**src/rtl/golden_section_minimizer_top_assert.svh**
```systemverilog
// ----------------------------------------------------------------------------
// Golden-section minimizer assertion macros
// Small concurrent assertion helpers used by the top-level RTL of the minimizer.
// ----------------------------------------------------------------------------
`ifndef GOLDEN_SECTION_MINIMIZER_TOP_ASSERT_SVH
`define GOLDEN_SECTION_MINIMIZER_TOP_ASSERT_SVH

`ifndef SYNTHESIS

// Condition that must hold at every clock edge out of reset.
`define GSM_ASSERT_ALWAYS(label, clk, rst_n, cond) \
    label: assert property (@(posedge clk) disable iff (!(rst_n)) (cond)) \
        else $error("gsm assertion failed: invariant");

// Consequence that must hold in the same cycle as the antecedent.
`define GSM_ASSERT_IMPLY(label, clk, rst_n, ante, cons) \
    label: assert property (@(posedge clk) disable iff (!(rst_n)) (ante) |-> (cons)) \
        else $error("gsm assertion failed: implication");

// Consequence that must hold in the cycle after the antecedent.
`define GSM_ASSERT_NEXT(label, clk, rst_n, ante, cons) \
    label: assert property (@(posedge clk) disable iff (!(rst_n)) (ante) |=> (cons)) \
        else $error("gsm assertion failed: next-cycle implication");

`else

`define GSM_ASSERT_ALWAYS(label, clk, rst_n, cond)
`define GSM_ASSERT_IMPLY(label, clk, rst_n, ante, cons)
`define GSM_ASSERT_NEXT(label, clk, rst_n, ante, cons)

`endif

`endif

```
**src/rtl/gsm_pkg.sv**
```systemverilog
// ----------------------------------------------------------------------------
// Golden-section minimizer package
// Widths, register indexes, beat types and sequencer states of the minimizer.
// ----------------------------------------------------------------------------
package gsm_pkg;

    // All values are signed Q16.16 in a 32-bit word.
    localparam int unsigned DATA_WIDTH      = 32;
    localparam int unsigned TOL_WIDTH       = DATA_WIDTH - 1;
    localparam int unsigned CFG_INDEX_WIDTH = 2;

    // Step ratio (sqrt5-1)/(sqrt5+1) with 32 fraction bits.
    localparam int unsigned            GOLDEN_FRAC_BITS  = 32;
    localparam logic [GOLDEN_FRAC_BITS-1:0] GOLDEN_RATIO_FRAC = 32'h61C8_8647;

    localparam int unsigned MAX_ITERATIONS_DEFAULT = 64;

    // Configuration register indexes.
    localparam logic [CFG_INDEX_WIDTH-1:0] CFG_LINEAR_COEF = 2'd0;
    localparam logic [CFG_INDEX_WIDTH-1:0] CFG_TOLERANCE   = 2'd1;

    typedef struct packed {
        logic signed [DATA_WIDTH-1:0] left_bound;
        logic signed [DATA_WIDTH-1:0] right_bound;
    } t_in_item;

    typedef struct packed {
        logic signed [DATA_WIDTH-1:0] best_point;
        logic                         hit_limit;
    } t_out_item;

    typedef struct packed {
        logic [CFG_INDEX_WIDTH-1:0] index;
        logic [DATA_WIDTH-1:0]      data;
    } t_cfg_write;

    typedef enum logic [3:0] {
        S_IDLE,
        S_SETUP,
        S_MUL,
        S_STEP,
        S_INIT,
        S_EVAL,
        S_CMP,
        S_UPDATE,
        S_CLAMP,
        S_DONE
    } t_state;

endpackage

```
**src/rtl/gsm_step_unit.sv**
```systemverilog
// ----------------------------------------------------------------------------
// Golden-section step unit
// Shared multiplier: step = round(width * 0.381966) with half-up rounding.
// ----------------------------------------------------------------------------
module gsm_step_unit
    import gsm_pkg::*;
(
    input  logic                  i_clk,
    input  logic                  i_load,
    input  logic [DATA_WIDTH-1:0] i_width,
    output logic [DATA_WIDTH-1:0] o_step
);

    localparam int unsigned PROD_WIDTH = DATA_WIDTH + GOLDEN_FRAC_BITS;
    localparam logic [PROD_WIDTH-1:0] ROUND_HALF = PROD_WIDTH'(1) << (GOLDEN_FRAC_BITS - 1);

    logic [PROD_WIDTH-1:0] r_product;
    logic [PROD_WIDTH-1:0] w_rounded;

    always_ff @(posedge i_clk) begin
        if (i_load) begin
            r_product <= PROD_WIDTH'(i_width) * PROD_WIDTH'(GOLDEN_RATIO_FRAC);
        end
    end

    // The product stays well below the top bit, so the rounding add cannot wrap.
    assign w_rounded = r_product + ROUND_HALF;
    assign o_step    = w_rounded[PROD_WIDTH-1:GOLDEN_FRAC_BITS];

endmodule

```
**config.mk**
```make
export PLATFORM = sky130hd
export DESIGN_NAME = gsm_step_unit
export DESIGN_NICKNAME = d
export VERILOG_FILES = /design/src/rtl/golden_section_minimizer_top_assert.svh /design/src/rtl/gsm_pkg.sv /design/src/rtl/gsm_step_unit.sv
export SDC_FILE = /design/constraint.sdc
export NUM_CORES = 1
export LEC_CHECK = 0
export BUFFER_PORTS_ARGS = -buffer_cell sky130_fd_sc_hd__clkbuf_2
export CORE_MARGIN = 5
export CORE_UTILIZATION = 55
export DETAILED_ROUTE_END_ITERATION = 16
export GPL_TIMING_DRIVEN = 0
export PLACE_DENSITY = 0.72
export SYNTH_ARGS = -nofsm -noshare
export SYNTH_HDL_FRONTEND = slang
export SYNTH_SLANG_ARGS = --single-unit
```
**constraint.sdc**
```tcl
create_clock -name i_clk -period 10.9 [get_ports i_clk]
set_input_delay 1.09 -clock i_clk [delete_from_list [all_inputs] [get_ports i_clk]]
set_output_delay 1.09 -clock i_clk [all_outputs]
set_load 0.02 [all_outputs]
```
=== Word level (Yosys, flattened, before mapping) ===
Index checks and enable logic that the tools add are counted.

* Add/subtract/negate cells: 1
* Multiply operators: 1

{| class="wikitable"
|+ Operators with widths
! cell !! number
|-
| $add A63 B32 Y64 const B || 1
|-
| $mul A32 B31 Y63 const B || 1
|}

* Register bits after elaboration: 63
* Input port bits: 34
* Output and inout bits: 32

=== Longest topological paths before layout ===
Gate-level depths: netlist of the first run.

* Depth after elaboration: 1
* Mapped depth: 25
* Mapped depth without buffers: 24

=== Least setup slack after synthesis of the first run ===
Ideal clock, no wire load.

* Path type: input -> register
* From: input port i_width[10]
* To: register r_product[58] (data pin)
* Setup time: 260 ps
* Arrival: 6712 ps
* Data required time: 10640 ps
* Setup slack: 3928 ps
* Cell stages on the path: 21
* Buffers on the path: 1
* Cell sequence: fa_1 ha_1 fa_1 fa_1 fa_1 fa_1 fa_1 inv_1 fa_1 inv_1 ha_1 clkbuf_1 a21o_1 a21o_1 a21oi_1 o21ai_0 a31oi_1 a211oi_2 o2111a_1 or2_4 xor2_1

* Cells in the longest elaborated chain, start to end: 1

{| class="wikitable"
|+ Ends and longest elaborated chain
! element !! RTL line !! source
|-
| start: declaration || gsm_step_unit.sv:10 || <nowiki>input logic [DATA_WIDTH-1:0] i_width,</nowiki>
|-
| $mul A32 B31 Y63 || gsm_step_unit.sv:22 || <nowiki>r_product <= PROD_WIDTH'(i_width) * PROD_WIDTH'(GOLDEN_RATIO_FRAC);</nowiki>
|-
| end signal: assignment || gsm_step_unit.sv:22 ||
|-
| end: declaration || gsm_step_unit.sv:17 || <nowiki>logic [PROD_WIDTH-1:0] r_product;</nowiki>
|}

No other way between the ends.
A chain may end at the register's enable or synchronous reset.

=== Worst setup path after layout of the first run ===
* From: input port i_width[5]
* To: register r_product[61] (data pin)

Same word-level chain as after synthesis.

==> results of run 1 <==
==> cells in the mapped netlist, types with 3 or more instances <==
cell      count  area (um^2)
nand4_1      17          106
and3_1       21          131
nand2_1      54          203
xnor2_1      47          412
clkbuf_1      4         15.0
o21ai_0      20          100
xor2_1       14          123
nand2b_1      3         18.8
o211ai_1      6         45.0
o21ai_1       3         15.0
and4_1        5         43.8
ha_1        385         4820
a21oi_1      46          230
a211oi_1      5         37.5
nand3_1      26          130
o21a_1        4         30.0
a31oi_1      10         62.6
nor3_1       13         65.1
nor4_1        4         25.0
inv_1       429         1610
and2_1        3         18.8
buf_2         5         25.0
a21o_1       31          233
edfxtp_1     32          961
fa_1        289         5790
nor2_1       27          101
o21bai_1      5         37.5
nor2b_1       7         43.8
or3_1         3         18.8
==> final timing paths <==
check	startpoint	endpoint	cells past startpoint
setup / recovery	i_width[5]	r_product[61]$_DFFE_PP_	25
hold / removal	i_load	r_product[59]$_DFFE_PP_	1
==> per-stage QoR <==
| stage | instances | hold WS [ps] | cell area (um^2) | setup slack [ps] | utilization |
|---|---|---|---|---|---|
| after floorplan | 1559 | 1200 | 15800 | 3930 | - |
| after global placement | 2008 | 1640 | 16600 | 2660 | 0.582 |
| after detailed placement | 2008 | 1650 | 16600 | 2600 | 0.582 |
| after CTS | 2016 | 1600 | 16800 | 2860 | 0.588 |
| after global routing | 2016 | 1650 | 16800 | 2490 | 0.588 |
| final | 2016 | 1590 | 16800 | 2870 | 0.588 |
==> cell usage in the layout, fill, tap and decap left out, types with 6 or more instances in the layout <==
cell type,instances
inv_1,429
ha_1,385
fa_1,289
clkbuf_2,65
nand2_1,54
xnor2_1,47
a21oi_1,46
edfxtp_1,32
a21o_1,31
nor2_1,27
nand3_1,26
and3_1,21
o21ai_0,20
nand4_1,17
xor2_1,14
nor3_1,13
a31oi_1,10
nor2b_1,7
o211ai_1,6
==> per-layer routing <==
layer / track usage / routed length (um) / up-vias
li1: - / - / 5172
met1: 0.329 / 16100 / 5543
met2: 0.387 / 17600 / 341
met3: 0.0675 / 3200 / 61
met4: 0.0509 / 987 / 0
met5: 0 / 0 / -
==> critical path: stages <==
cell      delay (ps)
clkbuf_2         230
inv_1            180
fa_1             560
inv_1             60
ha_1             180
ha_1             270
inv_1             50
fa_1             540
inv_1             50
fa_1             510
fa_1             460
fa_1             560
inv_1             70
fa_1             670
inv_1             80
ha_1             400
a21oi_1          270
o211ai_1         130
a21oi_1          170
o31ai_1          130
o21ai_1          290
a211oi_2         200
o21ai_1          370
a31oi_1          160
o32a_1           370
==> cell type report <==
class,instances,share of cell area
flip-flops and latches,32,0.0573
inverters,429,0.0959
multi-input cells,1087,0.786
repair buffers,65,0.0194
clock inverters,2,0.00209
plain buffers,11,0.00328
clock buffers,6,0.00768
well taps,384,0.0286
==> cells by family after synthesis <==
| kind of cell | Yosys count |
|---|---|
| xor gates and xnor gates | 61 |
| buffers and inverters | 440 |
| AOI/OAI and AO/OA | 159 |
| adders and majority gates | 674 |
| and+or+nand+nor | 192 |
| DFF | 32 |
| muxes | 1 |
==> impl_results.md, run 1 <==
- Setup CP Type: primary input to register
- Setup crit end kind: register
- Num rows: 62
- Biggest regs: r_product (32)
- Die Ht: 180 um
- Netlist cell types: 60
- YS warnings: 0
- Largest register FFs: 32
- Core Area: 28500 um^2
- Relative slew slack: 0.439
- Synth Net Count: 2267
- Port Buffer Count: 65
- Sink Count: 32
- Post-synth EDFFs: 32
- Vias: 11.1k
- Post-Synth XOR/XNOR Area: 0.0338
- Status: complete, no violations
- Global route overflow: 0
- Hold buffer count at cts: 0
- CTS max path bufs: 2
- Area taken by multi-input logic gates: 13200 um^2
- Seq/Total Area, Yosys: 0.0608
- Worst setup SP type: primary input
- GRT Resource Usage Total: 0.240
- Fin Setup TNS: 0 ps
- # resized after CTS: 0
- Nets: between 2k and 2.5k
- Post-Synth Adder-Cell Area: 0.670
- Chip width: ~180 um
- Yosys reg bits: 32
- Final Hold Vio Count: 0
- Complex-gate fraction of the synthesized area: 0.0672
- Post-synthesis simple-gate area fraction: 0.0619
- Starting Density: 0.554
- Die area: 32200 um^2
- Number of max-cap violations: 0
- First-pass GRT wire length: just over 60000 um
- Final count of pins violating max slew: 0
- Hold Crit Class: primary input to register
- WL final: ~38000 um
- Ys async rst share: 0
- N_diodes: 0
- Syn Inst Count: roughly 1.6k
- I/O pin cnt: 66
- Mux share of post-synthesis cell area: 0.000633
- Initial antenna violation count: 0
- Post-route DRC: 0
- Antenna-violating nets left: 0
- WP data required: 10930 ps
- Routability congestion estimate: 1.02
- Share of layout cells above drive strength 1: 0.0521
- Tcrit/Tclk final: 0.736
- Largest Register: r_product
- Worst-path clk slew: 50 ps
- # H-tree levels: 2
- Reg area: ~960 um^2
- Final setup violating endpoints: 0
- Crit-path max FO: 7
- CTS tree: built
- CTS root buffer: clkbuf_16
- CTS Buf Count: 5
- Wire per inst: 18.8 um
- Initial DRC Count: 611
- Largest family of logic cells by synthesized area: adder cells
- Drt via density: 5.51
- DP HPWL: 34300 um
- P&R area growth vs syn: 6.13%
- Critical Path AT: 8050 ps
- Worst Tran Pin Value: 830 ps
- Largest net degree at the start of global routing: 33
- Tmin final: 8030 ps
- Area of the mapped netlist: 15800 um^2
- Post-CTS setup buffer count: 0
- Ys flop type: edfxtp_1
- Syn avg cell area: 10.1 um^2
- Drt first pass iters: 5
- RSZ-0062 raised after global routing: false
- # fillers: 2498
- Vias in the first global route: 12.0k
- Fmax: around 0.12 GHz
Power of run 1 is left out: the tool's default activity adds up to more than one toggle a clock period on the data nets, which glitch-free logic cannot reach.
==> run 2: changes to the inputs <==
- PLACE_DENSITY: 0.72 -> 0.75
- clock period: 10.9 -> 6.9 ns (I/O delays scaled with it)
==> impl_results.md, run 2 (synthesized netlist as in run 1, its figures left out) <==
- Vias: 11.5k (+3.8%)
- Starting Density: 0.554 (unchanged)
- Crit-path cells: buf_12 -> fa_1 -> ha_1 -> fa_1 -> fa_1 -> fa_1 -> fa_2 -> fa_1 -> inv_1 -> fa_1 -> inv_1 -> ha_1 -> buf_2 -> nand4_1 -> nor3_1 -> o21ai_4 -> a211oi_4 -> o21ai_2 -> buf_4 -> a211oi_1 -> a211oi_1
- Share of layout cells above drive strength 1: 0.122 (+0.0697)
- Drt via density: 5.65 (+2.5%)
- Port Buffer Count: 65 (unchanged)
- WL final: 40800 um (+7.7%)
- Critical Path AT: 6910 ps (-1140 ps)
- Post-route DRC: 0 (unchanged)
- Tcrit/Tclk final: 0.998
- Final setup violating endpoints: 0 (unchanged)
- Fmax: about 0.15 GHz
- CTS root buffer: clkbuf_16
- P&R area growth vs syn: 12.5%
- Slowest CP cell: fa_1
- CTS max path bufs: 2 (unchanged)
- CTS tree: built
- Sink Count: 32 (unchanged)
- Global route overflow: 0 (unchanged)
- Most common cell on crit path: fa_1
- Worst Tran Pin Value: 792 ps (-38.5 ps)
- Post-placement cell area: 16600 um^2 (unchanged)
- HP Start: i_load
- Setup crit end kind: register
- Crit-path max FO: 7 (unchanged)
- Initial antenna violation count: 1 (+1)
- Antenna-violating nets left: 0 (unchanged)
- GRT Resource Usage Total: 0.243 (+0.00297)
- Highest cell delay on the worst timing path: 600 ps (-70 ps)
- Tmin final: 6890 ps
- WP data required: 6930 ps (-4000 ps)
- Core Area: 28500 um^2 (unchanged)
- Number of max-cap violations: 0 (unchanged)
- Largest net degree at the start of global routing: 33 (unchanged)
- N_diodes: 0 (unchanged)
- First-pass GRT wire length: 62300 um (+0.38%)
- Status: complete, no violations
- RSZ-0062 raised after global routing: true
- Num rows: 62 (unchanged)
- Area taken by multi-input logic gates: 13800 um^2 (+4.5%)
- Hold buffer count at cts: 0 (unchanged)
- Final Hold Vio Count: 0 (unchanged)
- Chip width: 180 um (unchanged)
- Worst setup SP type: primary input
- Routability congestion estimate: 1.02 (+0.25%)
- # fillers: 2277 (-8.8%)
- Wire per inst: 20.0 um (+6.3%)
- Worst-path clk slew: 50 ps (about the same)
- Most common cell after layout, fill and taps aside: inv_1
- Final count of pins violating max slew: 0 (unchanged)
- Hold Crit Class: primary input to register
- Die Ht: 180 um (unchanged)
- # H-tree levels: 2 (unchanged)
- Finished Cell Area: 17800 um^2 (+6.0%)
- Biggest regs: r_product (32)
- Vias in the first global route: 12.1k (+1.0%)
- Largest register FFs: 32 (unchanged)
- Setup CP Type: primary input to register
- Reg area: 961 um^2 (unchanged)
- Fin Setup TNS: 0 ps (unchanged)
- DP HPWL: 34400 um (+0.16%)
- Die area: 32200 um^2 (unchanged)
- Largest Register: r_product
- Initial DRC Count: 837 (+37%)
- Crit path from: i_width[10]
- Nets: 2366 (+1.2%)
- Commonest cells after routing, fill and taps aside: inv_1, ha_1, fa_1
- Drt first pass iters: 5 (unchanged)
- Relative slew slack: 0.472 (+0.0329)
- I/O pin cnt: 66 (unchanged)
- CTS Buf Count: 5 (unchanged)
[run 2: worst max-delay path: cells and delay by family]
kind	cells	cell delay, ps
adder cells (fa/ha/maj)	9	3790
AO/OA/AOI/OAI	5	1070
AND/OR/NAND/NOR	2	730
buffers and inverters	5	610
[run 2: per-stage QoR]
step,cells,hold WS [ps],utilization,worst slack (ps)
after floorplan,1559,802,-,328
after global placement,2008,1240,0.582,-964
after detailed placement,2008,1250,0.582,-1030
after CTS,2022,1200,0.603,-160
after global routing,2043,1240,0.623,-144
final,2043,1170,0.623,13.3
[run 2: worst paths after layout]
check	cells past startpoint	to	slack (ps)
worst max-delay path	21	r_product[60]$_DFFE_PP_	10
worst min-delay path	1	r_product[62]$_DFFE_PP_	1170
[run 2: layout make-up]
class / count / area share
inverters: 429 / 0.0907
repair buffers: 95 / 0.0413
clock inverters: 2 / 0.00197
clock buffers: 6 / 0.00725
multi-input cells: 1087 / 0.775
well taps: 384 / 0.0270
plain buffers: 8 / 0.00288
flip-flops and latches: 32 / 0.0540
[run 2: timing repair]
item | 4_1_cts | 5_1_grt
endpoints found under the setup margin | 27 | 21
pin swaps | 27 | 60
buffers inserted | 8 | 23
gates resized for setup | 80 | 117
[run 2: per-layer routing]
| metal | wire [um] | global-route usage |
|---|---|---|
| met5 | 98 | 0.0193 |
| met4 | 1560 | 0.0731 |
| met3 | 3380 | 0.0655 |
| met2 | 19200 | 0.391 |
| met1 | 16500 | 0.324 |
Power of run 2 is left out for the same reason.
==> run 3: changes to the inputs <==
- BUFFER_PORTS_ARGS: -buffer_cell sky130_fd_sc_hd__clkbuf_2 -> default
- DONT_BUFFER_PORTS: default -> 1
- PLACE_DENSITY: 0.75 -> 0.73
==> impl_results.md, run 3 (synthesized netlist as in run 1, its figures left out) <==
- Nets: 2279 (-3.7%)
- Biggest regs: r_product (32)
- # H-tree levels: 2 (unchanged)
- Largest register FFs: 32 (unchanged)
- Drt first pass iters: 5 (unchanged)
- Final Hold Vio Count: 0 (unchanged)
- Worst-path clk slew: 50 ps (about the same)
- Initial antenna violation count: 0 (-1)
- RSZ-0062 raised after global routing: true
- First-pass GRT wire length: 61500 um (-1.3%)
- Worst setup SP type: primary input
- Port Buffer Count: 0 (-100%)
- P&R area growth vs syn: 6.44%
- Crit-path cells: fa_1 -> ha_1 -> inv_1 -> fa_1 -> inv_1 -> fa_2 -> fa_1 -> fa_1 -> fa_1 -> inv_1 -> fa_2 -> inv_2 -> ha_4 -> a21o_1 -> a21o_1 -> a21oi_2 -> nor3_1 -> a211o_1 -> buf_4 -> or2_4 -> a311oi_2 -> xnor2_1
- Fin worst setup slack: 59.9 ps (+46.6 ps)
- Vias in the first global route: 11.8k (-2.9%)
- Num rows: 62 (unchanged)
- DP HPWL: 34100 um (-0.72%)
- Global route overflow: 0 (unchanged)
- Share of layout cells above drive strength 1: 0.0477 (-0.0741)
- CTS Buf Count: 5 (unchanged)
- Number of max-cap violations: 0 (unchanged)
- Crit-path max FO: 9 (+2)
- Most common cell on crit path: fa_1
- Status: complete, no violations
- Setup CP Type: primary input to register
- Drt via density: 5.63 (-0.39%)
- Post-route DRC: 0 (unchanged)
- Routability congestion estimate: 1.00 (-1.7%)
- N_diodes: 0 (unchanged)
- GRT Resource Usage Total: 0.239 (-0.00407)
- Final count of pins violating max slew: 0 (unchanged)
- Crit path max-delay family: adder cells
- Relative slew slack: 0.558 (+0.0860)
- Commonest cells after routing, fill and taps aside: inv_1, ha_1, fa_1
- WP data required: 6930 ps (about the same)
- Largest Register: r_product
- Worst Tran Pin Value: 652 ps (-139 ps)
- CTS max path bufs: 2 (unchanged)
- Largest net degree at the start of global routing: 33 (unchanged)
- CTS root buffer: clkbuf_16
- Dpl ws: -658 ps (+371 ps)
- WL final: 38600 um (-5.5%)
- Tmin final: 6840 ps (-46.6 ps)
- Die area: 32200 um^2 (unchanged)
- Final setup violating endpoints: 0 (unchanged)
- Wire per inst: 19.7 um (-1.3%)
- Sink Count: 32 (unchanged)
- Setup crit end kind: register
- Core Area: 28500 um^2 (unchanged)
- Starting Density: 0.554 (unchanged)
- I/O pin cnt: 66 (unchanged)
- Vias: 11.0k (-4.6%)
- CTS tree: built
- Slowest CP cell: fa_2
- Die Ht: 180 um (unchanged)
- Tcrit/Tclk final: 0.991 (-0.00676)
- Most common cell after layout, fill and taps aside: inv_1
- Antenna-violating nets left: 0 (unchanged)
- Critical Path AT: 6870 ps (-40 ps)
- Chip width: 180 um (unchanged)
- Buf+Inv Stages, Crit Path: 5 (unchanged)
- Hold Crit Class: primary input to register
- Initial DRC Count: 662 (-21%)
- Fmax: 0.146 GHz (+0.68%)
- Highest cell delay on the worst timing path: 640 ps (+40 ps)
## run 3: cell types whose count changed in the layout (fill, tap and decap cells not counted), moves of 9 or more
cell / before / now
clkbuf_4: 12 / 0
buf_4: 32 / 7
ha_1: 357 / 374
ha_4: 22 / 8
inv_2: 12 / 3
clkbuf_2: 35 / 0
## run 3: repair_timing
| item | 4_1_cts | 5_1_grt |
|---|---|---|
| setup endpoints to repair | 16 | 15 |
| resized for setup | 20 | 47 |
| hold buffers | 0 | 0 |
| pin swaps | 5 | 41 |
| setup buffers | 1 | 7 |
## run 3: routing by layer
layer	up-vias	GRT usage	routed length, um
met3	72	0.0590	3230
li1	5051	-	-
met2	374	0.396	18200
met1	5513	0.322	16000
met5	-	0	0
met4	0	0.0527	1070
## run 3: final timing paths
kind         from                 endpoint  slack [ps]  cells past startpoint
min        i_load  r_product[58]$_DFFE_PP_         520                      0
max   i_width[10]  r_product[47]$_DFFE_PP_          60                     22
## run 3: stage by stage
stage	area, um^2	setup TNS [ps]	std cells	util	hold WS (ps)
global placement	16300	-8480	1943	0.571	805
detailed placement	16300	-8970	1943	0.571	805
global route	16800	-313	1956	0.590	511
finish	16800	0	1956	0.590	515
floorplan	15800	0	1559	-	802
CTS	16600	-15.8	1949	0.580	514
## run 3: area by class of cell
cell class                 count  area (um^2)
buffer                         8         43.8
clock buffer                   6          129
clock inverter                 2         35.0
fill                        2425        11700
inverter                     429         1620
multi-input combinational   1087        13500
sequential                    32          961
tap                          384          480
timing repair buffer           8         63.8
Power of run 3 is left out for the same reason.
